File: src/rtl/rts_pkg.sv
// ----------------------------------------------------------------------------
// rts_pkg
// Shared types and constants for the ranked tree SPR move unit.
// ----------------------------------------------------------------------------
package rts_pkg;

    localparam int IDX_W      = 7;
    localparam int LEAVES_DEF = 64;

    localparam logic [IDX_W-1:0] NONE_IDX = 7'd127;

    // Request codes
    localparam logic [1:0] REQ_LOAD = 2'd0;
    localparam logic [1:0] REQ_READ = 2'd1;
    localparam logic [1:0] REQ_MOVE = 2'd2;

    localparam logic STATUS_OK     = 1'b0;
    localparam logic STATUS_REJECT = 1'b1;

    typedef struct packed {
        logic [IDX_W-1:0] parent;
        logic [IDX_W-1:0] left;
        logic [IDX_W-1:0] right;
    } t_entry;

    // Per-field write enables of the node memory
    typedef struct packed {
        logic parent;
        logic left;
        logic right;
    } t_wmask;

    localparam t_entry NONE_ENTRY = '{parent: NONE_IDX, left: NONE_IDX, right: NONE_IDX};

endpackage

File: src/rtl/rts_if.sv
// ----------------------------------------------------------------------------
// rts_req_if / rts_rsp_if
// Valid/ready channels carrying request and result items.
// ----------------------------------------------------------------------------
interface rts_req_if;
    logic                      valid;
    logic                      ready;
    logic [1:0]                req_type;
    logic [rts_pkg::IDX_W-1:0] node_index;
    logic [rts_pkg::IDX_W-1:0] load_parent;
    logic [rts_pkg::IDX_W-1:0] load_left;
    logic [rts_pkg::IDX_W-1:0] load_right;
    logic [rts_pkg::IDX_W-1:0] sibling_index;
    logic                      moving_child;

    modport source (
        output valid, req_type, node_index, load_parent, load_left, load_right,
               sibling_index, moving_child,
        input  ready
    );
    modport sink (
        input  valid, req_type, node_index, load_parent, load_left, load_right,
               sibling_index, moving_child,
        output ready
    );
endinterface

interface rts_rsp_if;
    logic                      valid;
    logic                      ready;
    logic                      status;
    logic [rts_pkg::IDX_W-1:0] read_parent;
    logic [rts_pkg::IDX_W-1:0] read_left;
    logic [rts_pkg::IDX_W-1:0] read_right;

    modport source (
        output valid, status, read_parent, read_left, read_right,
        input  ready
    );
    modport sink (
        input  valid, status, read_parent, read_left, read_right,
        output ready
    );
endinterface

File: src/rtl/ranked_tree_spr_move_unit.sv
// ----------------------------------------------------------------------------
// ranked_tree_spr_move_unit
// Node table of a ranked binary tree with load, read and ranked SPR move.
// ----------------------------------------------------------------------------
// Usage:
//   i_req carries one request item: load a node entry, read it back, or
//   apply an SPR move of rank node_index above sibling_index. o_rsp returns
//   one result item per request, in request order.
//   The table sits in one single-port node memory (parent, left, right per
//   entry, per-field write enables, registered read). A sequencer does all
//   reads and writes of a request in order, one access per cycle. The next
//   item is accepted the cycle after the result moves into the output
//   register, so no new item is taken while one is in progress. A move
//   is bounded by the ten ordered accesses to the single memory port; a
//   rejected move ends early.
//   A result waits in the output register while o_rsp.ready is low; one more
//   item is taken and finished, then its result holds until the register
//   frees up.
//   Reset clears the sequencer and the output valid only; table entries are
//   undefined until loaded.
// ----------------------------------------------------------------------------
module ranked_tree_spr_move_unit #(
    parameter int LEAVES = rts_pkg::LEAVES_DEF
) (
    input  logic          i_clk,
    input  logic          i_rst_n,
    rts_req_if.sink       i_req,
    rts_rsp_if.source     o_rsp
);

    localparam int NODE_COUNT = 2 * LEAVES - 1;
    localparam int DEPTH      = (NODE_COUNT < 127) ? NODE_COUNT : 127;
    localparam int AW         = $clog2(DEPTH);
    localparam int IW         = rts_pkg::IDX_W;

    typedef enum logic [3:0] {
        S_IDLE, S_RDATA, S_SIB, S_R, S_OP, S_W2, S_RDNP, S_NP,
        S_W4, S_W5, S_W6, S_DONE
    } t_state;

    t_state r_state;

    // request context
    logic [IW-1:0] r_r, r_sib, r_new_par, r_old_par, r_old_sib;
    logic          r_mc;
    logic [1:0]    r_mask;

    // staged result and output register
    logic          r_st;
    logic [IW-1:0] r_rp, r_rl, r_rr;
    logic          r_ov, r_ost;
    logic [IW-1:0] r_orp, r_orl, r_orr;

    // node memory
    rts_pkg::t_entry mem [DEPTH];
    rts_pkg::t_entry r_rd_data;
    logic            r_rd_ok;

    rts_pkg::t_wmask mem_we;
    logic [IW-1:0]   mem_wa, mem_ra;
    rts_pkg::t_entry mem_wd;
    logic            mem_re;
    logic            wa_ok, ra_ok;

    rts_pkg::t_entry view;
    logic [IW-1:0]   cmp_idx;
    logic [1:0]      match;
    logic            accept;
    logic            sib_above;
    logic            ps_below;

    assign accept    = i_req.valid && i_req.ready;
    assign i_req.ready = (r_state == S_IDLE);

    // out-of-table entries read as "none"
    assign view     = r_rd_ok ? r_rd_data : rts_pkg::NONE_ENTRY;
    assign cmp_idx  = (r_state == S_OP) ? r_r : r_sib;
    assign match    = {view.right == cmp_idx, view.left == cmp_idx};
    assign sib_above = i_req.sibling_index > i_req.node_index;
    assign ps_below  = view.parent < r_r;

    assign wa_ok = mem_wa < IW'(DEPTH);
    assign ra_ok = mem_ra < IW'(DEPTH);

    always_comb begin
        mem_we = '0;
        mem_wa = r_r;
        mem_wd = '0;
        mem_re = 1'b0;
        mem_ra = r_r;
        unique case (r_state)
            S_IDLE: begin
                if (accept) begin
                    unique case (i_req.req_type)
                        rts_pkg::REQ_LOAD: begin
                            mem_we = '{parent: 1'b1, left: 1'b1, right: 1'b1};
                            mem_wa = i_req.node_index;
                            mem_wd = '{parent: i_req.load_parent, left: i_req.load_left,
                                       right: i_req.load_right};
                        end
                        rts_pkg::REQ_READ: begin
                            mem_re = 1'b1;
                            mem_ra = i_req.node_index;
                        end
                        rts_pkg::REQ_MOVE: begin
                            mem_re = !sib_above;
                            mem_ra = i_req.sibling_index;
                        end
                        default: ;
                    endcase
                end
            end
            S_SIB: begin
                mem_re = !ps_below;
                mem_ra = r_r;
            end
            S_R: begin
                mem_re = 1'b1;
                mem_ra = view.parent;
            end
            S_OP: begin
                // kept child goes up to the old parent
                mem_we.parent = |match;
                mem_wa        = r_old_sib;
                mem_wd.parent = r_old_par;
            end
            S_W2: begin
                mem_we.left  = r_mask[0];
                mem_we.right = r_mask[1];
                mem_wa       = r_old_par;
                mem_wd.left  = r_old_sib;
                mem_wd.right = r_old_sib;
            end
            S_RDNP: begin
                mem_re = 1'b1;
                mem_ra = r_new_par;
            end
            S_NP: begin
                mem_we.parent = |match;
                mem_wa        = r_r;
                mem_wd.parent = r_new_par;
            end
            S_W4: begin
                mem_we.left  = r_mask[0];
                mem_we.right = r_mask[1];
                mem_wa       = r_new_par;
                mem_wd.left  = r_r;
                mem_wd.right = r_r;
            end
            S_W5: begin
                mem_we.parent = 1'b1;
                mem_wa        = r_sib;
                mem_wd.parent = r_r;
            end
            S_W6: begin
                // the staying child slot takes the new sibling
                mem_we.left  = r_mc;
                mem_we.right = !r_mc;
                mem_wa       = r_r;
                mem_wd.left  = r_sib;
                mem_wd.right = r_sib;
            end
            default: ;
        endcase
    end

    always_ff @(posedge i_clk) begin
        if (wa_ok) begin
            if (mem_we.parent) begin
                mem[mem_wa[AW-1:0]].parent <= mem_wd.parent;
            end
            if (mem_we.left) begin
                mem[mem_wa[AW-1:0]].left <= mem_wd.left;
            end
            if (mem_we.right) begin
                mem[mem_wa[AW-1:0]].right <= mem_wd.right;
            end
        end
        if (mem_re) begin
            r_rd_ok <= ra_ok;
            if (ra_ok) begin
                r_rd_data <= mem[mem_ra[AW-1:0]];
            end
        end
    end

    always_ff @(posedge i_clk) begin
        if (!i_rst_n) begin
            r_state <= S_IDLE;
            r_ov    <= 1'b0;
        end else begin
            // load a finished item, else drop the delivered one
            if (r_state == S_DONE && (!r_ov || o_rsp.ready)) begin
                r_ov <= 1'b1;
            end else if (o_rsp.ready) begin
                r_ov <= 1'b0;
            end
            unique case (r_state)
                S_IDLE: begin
                    if (accept) begin
                        r_r   <= i_req.node_index;
                        r_sib <= i_req.sibling_index;
                        r_mc  <= i_req.moving_child;
                        r_st  <= rts_pkg::STATUS_OK;
                        r_rp  <= '0;
                        r_rl  <= '0;
                        r_rr  <= '0;
                        unique case (i_req.req_type)
                            rts_pkg::REQ_READ: r_state <= S_RDATA;
                            rts_pkg::REQ_MOVE: begin
                                if (sib_above) begin
                                    r_st    <= rts_pkg::STATUS_REJECT;
                                    r_state <= S_DONE;
                                end else begin
                                    r_state <= S_SIB;
                                end
                            end
                            default: r_state <= S_DONE;
                        endcase
                    end
                end
                S_RDATA: begin
                    r_rp    <= view.parent;
                    r_rl    <= view.left;
                    r_rr    <= view.right;
                    r_state <= S_DONE;
                end
                S_SIB: begin
                    r_new_par <= view.parent;
                    if (ps_below) begin
                        r_st    <= rts_pkg::STATUS_REJECT;
                        r_state <= S_DONE;
                    end else begin
                        r_state <= S_R;
                    end
                end
                S_R: begin
                    r_old_par <= view.parent;
                    r_old_sib <= r_mc ? view.left : view.right;
                    r_state   <= S_OP;
                end
                S_OP: begin
                    r_mask  <= match;
                    r_state <= S_W2;
                end
                S_W2:   r_state <= S_RDNP;
                S_RDNP: r_state <= S_NP;
                S_NP: begin
                    r_mask  <= match;
                    r_state <= S_W4;
                end
                S_W4: r_state <= S_W5;
                S_W5: r_state <= S_W6;
                S_W6: r_state <= S_DONE;
                S_DONE: begin
                    // hold until the output register is free
                    if (!r_ov || o_rsp.ready) begin
                        r_ost   <= r_st;
                        r_orp   <= r_rp;
                        r_orl   <= r_rl;
                        r_orr   <= r_rr;
                        r_state <= S_IDLE;
                    end
                end
                default: r_state <= S_IDLE;
            endcase
        end
    end

    assign o_rsp.valid       = r_ov;
    assign o_rsp.status      = r_ost;
    assign o_rsp.read_parent = r_orp;
    assign o_rsp.read_left   = r_orl;
    assign o_rsp.read_right  = r_orr;

endmodule

File: src/flat_wrapper.sv
// flat-port wrapper written by rule: the top's interface ports become plain ports
module ranked_tree_spr_move_unit_flat 
#(
    parameter int LEAVES = rts_pkg::LEAVES_DEF
)
  (i_clk, i_rst_n, i_req_valid, i_req_req_type, i_req_node_index, i_req_load_parent, i_req_load_left, i_req_load_right, i_req_sibling_index, i_req_moving_child, i_req_ready, o_rsp_valid, o_rsp_status, o_rsp_read_parent, o_rsp_read_left, o_rsp_read_right, o_rsp_ready);
  rts_req_if i_req_i ();
  rts_rsp_if o_rsp_i ();
  input  logic i_clk;
  input  logic i_rst_n;
  input wire logic [$bits(i_req_i.valid)-1:0] i_req_valid;
  input wire logic [$bits(i_req_i.req_type)-1:0] i_req_req_type;
  input wire logic [$bits(i_req_i.node_index)-1:0] i_req_node_index;
  input wire logic [$bits(i_req_i.load_parent)-1:0] i_req_load_parent;
  input wire logic [$bits(i_req_i.load_left)-1:0] i_req_load_left;
  input wire logic [$bits(i_req_i.load_right)-1:0] i_req_load_right;
  input wire logic [$bits(i_req_i.sibling_index)-1:0] i_req_sibling_index;
  input wire logic [$bits(i_req_i.moving_child)-1:0] i_req_moving_child;
  output wire logic [$bits(i_req_i.ready)-1:0] i_req_ready;
  output wire logic [$bits(o_rsp_i.valid)-1:0] o_rsp_valid;
  output wire logic [$bits(o_rsp_i.status)-1:0] o_rsp_status;
  output wire logic [$bits(o_rsp_i.read_parent)-1:0] o_rsp_read_parent;
  output wire logic [$bits(o_rsp_i.read_left)-1:0] o_rsp_read_left;
  output wire logic [$bits(o_rsp_i.read_right)-1:0] o_rsp_read_right;
  input wire logic [$bits(o_rsp_i.ready)-1:0] o_rsp_ready;
  assign i_req_i.valid = i_req_valid;
  assign i_req_i.req_type = i_req_req_type;
  assign i_req_i.node_index = i_req_node_index;
  assign i_req_i.load_parent = i_req_load_parent;
  assign i_req_i.load_left = i_req_load_left;
  assign i_req_i.load_right = i_req_load_right;
  assign i_req_i.sibling_index = i_req_sibling_index;
  assign i_req_i.moving_child = i_req_moving_child;
  assign i_req_ready = i_req_i.ready;
  assign o_rsp_valid = o_rsp_i.valid;
  assign o_rsp_status = o_rsp_i.status;
  assign o_rsp_read_parent = o_rsp_i.read_parent;
  assign o_rsp_read_left = o_rsp_i.read_left;
  assign o_rsp_read_right = o_rsp_i.read_right;
  assign o_rsp_i.ready = o_rsp_ready;
  ranked_tree_spr_move_unit #(.LEAVES(LEAVES)) u_core (.i_clk(i_clk), .i_rst_n(i_rst_n), .i_req(i_req_i), .o_rsp(o_rsp_i));
endmodule
File: config.mk
export PLATFORM = sky130hd
export DESIGN_NAME = ranked_tree_spr_move_unit_flat
export DESIGN_NICKNAME = d
export VERILOG_FILES = /design/src/rtl/rts_pkg.sv /design/src/rtl/rts_if.sv /design/src/rtl/ranked_tree_spr_move_unit.sv /design/src/flat_wrapper.sv
export SDC_FILE = /design/constraint.sdc
export NUM_CORES = 2
export LEC_CHECK = 0
export BUFFER_PORTS_ARGS = -buffer_cell sky130_fd_sc_hd__buf_2
export CAP_MARGIN = 5
export CORE_MARGIN = 1
export CORE_UTILIZATION = 50
export DETAILED_ROUTE_END_ITERATION = 12
export PLACE_DENSITY_LB_ADDON = 0.2
export SLEW_MARGIN = 30
export SYNTH_ARGS = -nofsm -noshare
export SYNTH_HDL_FRONTEND = slang
export SYNTH_SLANG_ARGS = --single-unit
File: constraint.sdc
create_clock -name i_clk -period 5.3 [get_ports i_clk]
set_input_delay 0.53 -clock i_clk [delete_from_list [all_inputs] [get_ports i_clk]]
set_output_delay 0.53 -clock i_clk [all_outputs]
set_load 0.03 [all_outputs]
# Word-level counts from Yosys, hierarchy flattened
# Memories as Yosys holds them, arrays and structs flattened. A register that Yosys moved wholly into a read port is not among the register bits.
# Index checks and enable logic that the tools add are counted.
# W data, S select, Z words.
op_classes:
  n_eq_ne: 18
  n_mux: 46
  order_cmp: 4
  reduce_logical: 26
ops:
  columns: ["operator", "count"]
  rows:
  - ["$mux W21", 3]
  - ["$pmux W14 S4", 1]
  - ["$pmux W7 S2", 4]
  - ["$pmux W4 S11", 1]
  - ["$mux W7", 6]
  - ["$pmux W7 S5", 1]
  - ["$pmux W7 S4", 1]
  - ["$pmux W7 S3", 1]
  - ["$eq A4 B3 Y1 const B", 4]
  - ["$eq A4 B4 Y1 const B", 4]
  - ["$mux W1", 16]
  - ["$mux W4", 4]
  - ["$eq A7 B7 Y1", 2]
  - ["$lt A7 B7 Y1 const B", 2]
  - ["$reduce_and A2 Y1", 5]
  - ["$reduce_or A2 Y1", 5]
  - ["$reduce_and A3 Y1", 3]
  - ["$eq A4 B2 Y1 const B", 2]
  - ["$pmux W4 S2", 1]
  - ["$gt A7 B7 Y1", 1]
  - ["$lt A7 B7 Y1", 1]
  - ["$mux W3", 2]
  - ["$pmux W1 S3", 2]
  - ["$pmux W2 S3", 1]
  - ["13 further kinds", 21]
word_totals:
  ram_bits: 2667
  out_inout_bits: 24
  word_cells: 113
  regBits: 88
  input_bits: 42
  n_memories: 1
memory_table:
  columns: ["name", "words", "width", "read_ports", "rd_ports_with_merged_regs", "wr", "line_no", "text"]
  rows:
  - ["u_core.mem", 127, 21, 1, 1, 1, "ranked_tree_spr_move_unit.sv:55", "rts_pkg::t_entry mem [DEPTH];"]

# Logic depth before layout (Yosys ltp)
logic_depth:
  word_depth: 8
  ltp_mapped: 18
  ltp_nobuf: 11

# Least setup slack after synthesis
# No wires, ideal clock.
synth_path:
  path_type: "flip-flop to flip-flop"
  from: "register u_core.r_state[0]"
  to: "register u_core.r_rl[0], enable pin"
  arrival_ns: 3.368
  n_path_buf: 4
  setup_time_ns: 0.453
  path_stages_with_launch: 7
  synth_period_minus_slack_ns: 3.821
  path_slack_ns: 1.479
  t_required_ns: 4.847
  cell_sequence: "dfxtp_1 > buf_6 > buf_4 > buf_2 > clkbuf_1 > nor2_1 > nor4_1"
synth_via:
  elab_chain_cells: 4
  elab_cells_between_ends: 6
  classes_between: "eq/ne: 2; reduce/logical: 4"
synth_rtl:
  columns: ["element", "line_no", "text"]
  rows:
  - ["from (decl)", "ranked_tree_spr_move_unit.sv:41", "t_state r_state;"]
  - ["from (signal assigned)", "ranked_tree_spr_move_unit.sv:189", "r_state <= S_IDLE;"]
  - ["from (signal assigned)", "ranked_tree_spr_move_unit.sv:209", "rts_pkg::REQ_READ: r_state <= S_RDATA;"]
  - ["from (signal assigned)", "ranked_tree_spr_move_unit.sv:213", "r_state <= S_DONE;"]
  - ["$logic_not A4 Y1", "ranked_tree_spr_move_unit.sv:73, ranked_tree_spr_move_unit.sv:198", null]
  - ["$logic_and A1 B1 Y1", "ranked_tree_spr_move_unit.sv:72", "assign accept = i_req.valid && i_req.ready;"]
  - ["$ne A2 B2 Y1 (no source line)", null, null]
  - ["$reduce_and A3 Y1 (no source line) *", null, null]
  - ["to (signal assigned)", "ranked_tree_spr_move_unit.sv:224", "r_rl <= view.left;"]
  - ["to (decl)", "ranked_tree_spr_move_unit.sv:50", "logic [IW-1:0] r_rp, r_rl, r_rr;"]
# Every way passes the cells marked *; elsewhere a longest branch is shown, timed or not.
# A chain may end at the register's enable or synchronous reset.

# Worst setup path in the final report
layout_path:
  from: "register u_core.r_state[1]"
  to: "register u_core.r_rd_data[19] (netlist bit), data pin"
layout_via:
  elab_chain_cells: 6
  elab_cells_between_ends: 12
  classes_between: "order compare: 1; eq/ne: 3; mux: 4; reduce/logical: 4"
layout_rtl:
  columns: ["element", "line_no", "text"]
  rows:
  - ["$logic_not A4 Y1", "ranked_tree_spr_move_unit.sv:73, ranked_tree_spr_move_unit.sv:91", null]
  - ["$logic_and A1 B1 Y1", "ranked_tree_spr_move_unit.sv:72", null]
  - ["$mux W7", "ranked_tree_spr_move_unit.sv:93", "if (accept) begin"]
  - ["$pmux W7 S3", "ranked_tree_spr_move_unit.sv:91", "unique case (r_state)"]
  - ["$lt A7 B7 Y1", null, null]
  - ["$reduce_and A2 Y1 (no source line)", null, null]
  - ["to (signal assigned)", "ranked_tree_spr_move_unit.sv:182", "r_rd_data <= mem[mem_ra[AW-1:0]];"]
  - ["to (decl)", "ranked_tree_spr_move_unit.sv:56", "rts_pkg::t_entry r_rd_data;"]
# Several ways; a longest one is shown, not always the timed one.

==> flow_summary.ini <==
[run_status]
status = finished clean

[route]
postRouteAntennaNets = 0
totalWireLength_um = 313000
wl_per_cell_um = 30.9
drtIter0Drc = 8524
vias_per_cell = 6.29
first_pass_iters = 6
drc = 0
vias = 63566

[timing]
clock_skew_ns = 0.0600
fin_crit_ns = 5.04
tightestPinTransition_ns = 1.15
timing.final.crit_share = 0.951
fin_ws_ns = 0.257
setup_viol = 0
rsz0062_at_grt = no
slew_headroom = 0.228
clock.fmax_ghz = 0.198
hold_slack_ns = 0.124
finalHoldViolCount = 0
slew_violations = 0

[setup_path]
crit_path_frequent_cell = buf_4
cpMaxStageDelayCell = nor4_1
crit_chain = buf_4 > nand4bb_2 > a221o_1 > a211oi_4 > buf_12 > buf_4 > buf_12 > buf_4 > mux4_2 > nand2_1 > a21oi_1 > nor4_1 > a22oi_1
cp_data_arrival_time_ns = 5.64
cpLargestDelayFamily = compound AO/OA/AOI/OAI gates
cp.required_ns = 5.90
crit_fanout = 44
max_stage_delay_ns = 0.84
cp_num_buf_inv = 5
path_class = register to register
endpoint_kind = register
crit_path_start_kind = register

[final_layout]
drive_above_1_share = 0.214
area_delta_synth_final_pct = 14.9
final_util = 0.578
nNetsFinal = 7003

[cts]
clock_sink_count = 2776
clock_latency_ns = 0.95
path_clk_slew_ns = 0.06
htreeDepth = 5
post_cts_buffers = 0
cts_buffers = 293
clock_path_buffers = 4
cts_tree = built
root_buffer = clkbuf_16

[floorplanning]
die_h_um = 472
core_area_mm2 = 0.220
die_w_um = 472
dieArea_mm2 = 0.223
ios = 66
fp-row-count = 172
start_util = 0.503

[power]
ir_drop_mv = 0.640
power.density_mw_per_mm2 = 563
power_leakage_nw = 42.0

[yosys]
synth_area_mm2 = 0.110
yosysSeqAreaShare = 0.754
avgSynthCellArea_um2 = 17.2
ys.flop_type = edfxtp_1
synthesis.instances = 6413
synth_area_leaders = edfxtp_1 75%, mux4_2 7.9%, nand2_1 2.7%, mux2i_1 2.6%, nor3_1 1.3%
syn-num-nets = 6471
synthArstFlopShare = 0
synth-seq-cells = 2776
yosysWarningCount = 0
synth-edff-count = 2771
synth_top_cell_by_area = edfxtp_1
synth_cell_types = 88
synth_top_area_frac = 0.753

[global_route]
antenna_found_initial = 8
grt_pass1_vias = 62403
grt_overflow = 0
grt_max_degree = 128
busiest_layer = met2
grt_pass1_wl_um = 448000
grt_use_met1 = 0.385
gr-usage-all-layers = 0.280
use_met3 = 0.0648
use_met2 = 0.441

[place]
place_hpwl_um = 199000
dp_slack_ns = -0.0255
portBuffers = 65
place.gp.congestion = 0.960

[min_path]
min_path_type = primary input to register

[run]
maxCapViolCount = 0
[what timing repair did]
| action | in CTS | in global routing |
|---|---|---|
| endpoints found under the setup margin | 0 | 0 |
| hold endpoints to repair | 20 | 0 |
| resized for setup | 0 | 0 |
| hold buffers | 17 | 0 |
[area by class of cell]
type	count	area [um2]
diodes	7	17.5
clock buffers	364	7750
clock inverters	131	1290
fillers	16445	92700
inverters	28	128
multi-input cells	3164	25200
flip-flops and latches	2776	83300
well taps	2958	3700
repair buffers	682	5600
[report_power, final]
part           total, W  switching [W]  internal, W
combinational    0.0250         0.0171      0.00782
clock            0.0197        0.00819       0.0115
sequential       0.0269       0.000422       0.0264
total            0.0715         0.0258       0.0458
[state kept, by name, indices dropped and copies added, names as in the netlist]
| name | cells |
|---|---|
| u_core.mem | 2667 |
| u_core.r_rl | 7 |
| u_core.o_rsp.read_left | 7 |
| u_core.r_rp | 7 |
| u_core.r_rd_ok | 1 |
| u_core.r_mask | 2 |
| u_core.o_rsp.valid | 1 |
| u_core.r_state | 4 |
| u_core.o_rsp.read_right | 7 |
| u_core.r_sib | 7 |
| u_core.r_st | 1 |
| u_core.r_old_par | 7 |
| u_core.r_new_par | 7 |
| u_core.r_rd_data | 21 |
| u_core.o_rsp.status | 1 |
| u_core.r_rr | 7 |
| u_core.o_rsp.read_parent | 7 |
| u_core.r_old_sib | 7 |
| u_core.r_mc | 1 |
| u_core.r_r | 7 |
[Yosys cell counts (6+ instances only)]
master	n
a21oi_1	205
xor2_1	6
a32o_1	16
a211oi_1	9
mux2i_1	284
buf_2	136
inv_1	26
nor3_1	293
nand4b_1	18
o211ai_1	8
buf_1	30
edfxtp_1	2771
a22o_1	14
o21ai_0	91
mux2_2	9
buf_6	35
nor2_1	195
o2111ai_1	18
clkbuf_1	195
a21o_1	26
a22oi_1	24
nand2_1	791
o21a_1	6
a2111oi_0	65
a31oi_1	49
and3_1	17
a222oi_1	7
nand3_1	202
nor2b_1	27
o32a_1	18
ha_1	16
buf_4	42
a311oi_1	23
o221ai_1	6
a221oi_1	11
o22ai_1	200
nand2b_1	17
nor4_1	30
mux4_2	386
[stage by stage]
stage               total power, W  instance area, um2  setup TNS [ns]  std cells
CTS                         0.0714              127000               0      10102
floorplan                   0.0411              110000               0       6413
finish                      0.0715              127000               0      10110
global route                0.0736              127000               0      10105
detailed placement          0.0519              118000         -0.0255       9590
global placement            0.0516              118000         -0.0465       9590
[worst reg2reg max path, stage by stage (launching register included)]
cell and delay (ns):
dfxtp_1 0.34, buf_4 0.22, nand4bb_2 0.33, a221o_1 0.53, a211oi_4 0.35, buf_12 0.25, buf_4 0.22, buf_12 0.27
buf_4 0.28, mux4_2 0.52, nand2_1 0.09, a21oi_1 0.12, nor4_1 0.84, a22oi_1 0.37
[per-layer routing]
metal / up-vias / wire (um)
li1: 26692 / -
met1: 32886 / 123000
met2: 3435 / 148000
met3: 553 / 30600
met4: 0 / 10800
met5: - / 0
[final timing paths]
check	start	endpoint	slack (ns)	depth (start not counted)
worst min register to register	u_core.r_rl[6]	u_core.o_rsp.read_left[6]	0.42	0
worst min-delay path	o_rsp_ready	u_core.r_state[1]	0.12	5
worst max register to register	u_core.r_state[1]	u_core.r_rd_data[19]	0.26	13
worst max-delay path	u_core.r_state[1]	u_core.r_rd_data[19]	0.26	13
[layout by cell type (no fill, tap or decap), drive strengths merged, types with 6 or more instances in the layout]
cell	count
diode	7
a22o	14
mux2	9
mux2i	284
buf	665
nor2	196
a211oi	10
o2111ai	18
nor3	294
nor4	30
a31oi	49
o211ai	8
nand3	204
bufinv	25
nand2b	18
o21ai	92
a311oi	23
a2111oi	70
mux4	386
clkbuf	364
a21o	26
o22ai	200
and3	17
a21oi	206
a221oi	12
nor2b	27
o32a	18
clkinv	97
a222oi	7
xor2	6
nand2	792
ha	16
nand4b	18
inv	32
dlygate4sd3	17
edfxtp	2771
a32o	16
a22oi	24
o21a	6
o221ai	9
[cell families (layout without fill, tap and decap cells)]
group | count (synthesis) | count (layout) | share of synthesized area
XOR/XNOR | 9 | 9 | 0.000713
adder cells (fa/ha/maj) | 16 | 16 | 0.00181
AO/OA/AOI/OAI | 837 | 837 | 0.0508
multiplexers | 679 | 679 | 0.105
buffers and inverters | 473 | 1205 | 0.0222
other | 0 | 7 | 0
flip-flops | 2776 | 2776 | 0.754
AND/OR/NAND/NOR | 1623 | 1623 | 0.0652
Power figures use the tool's default switching activity.
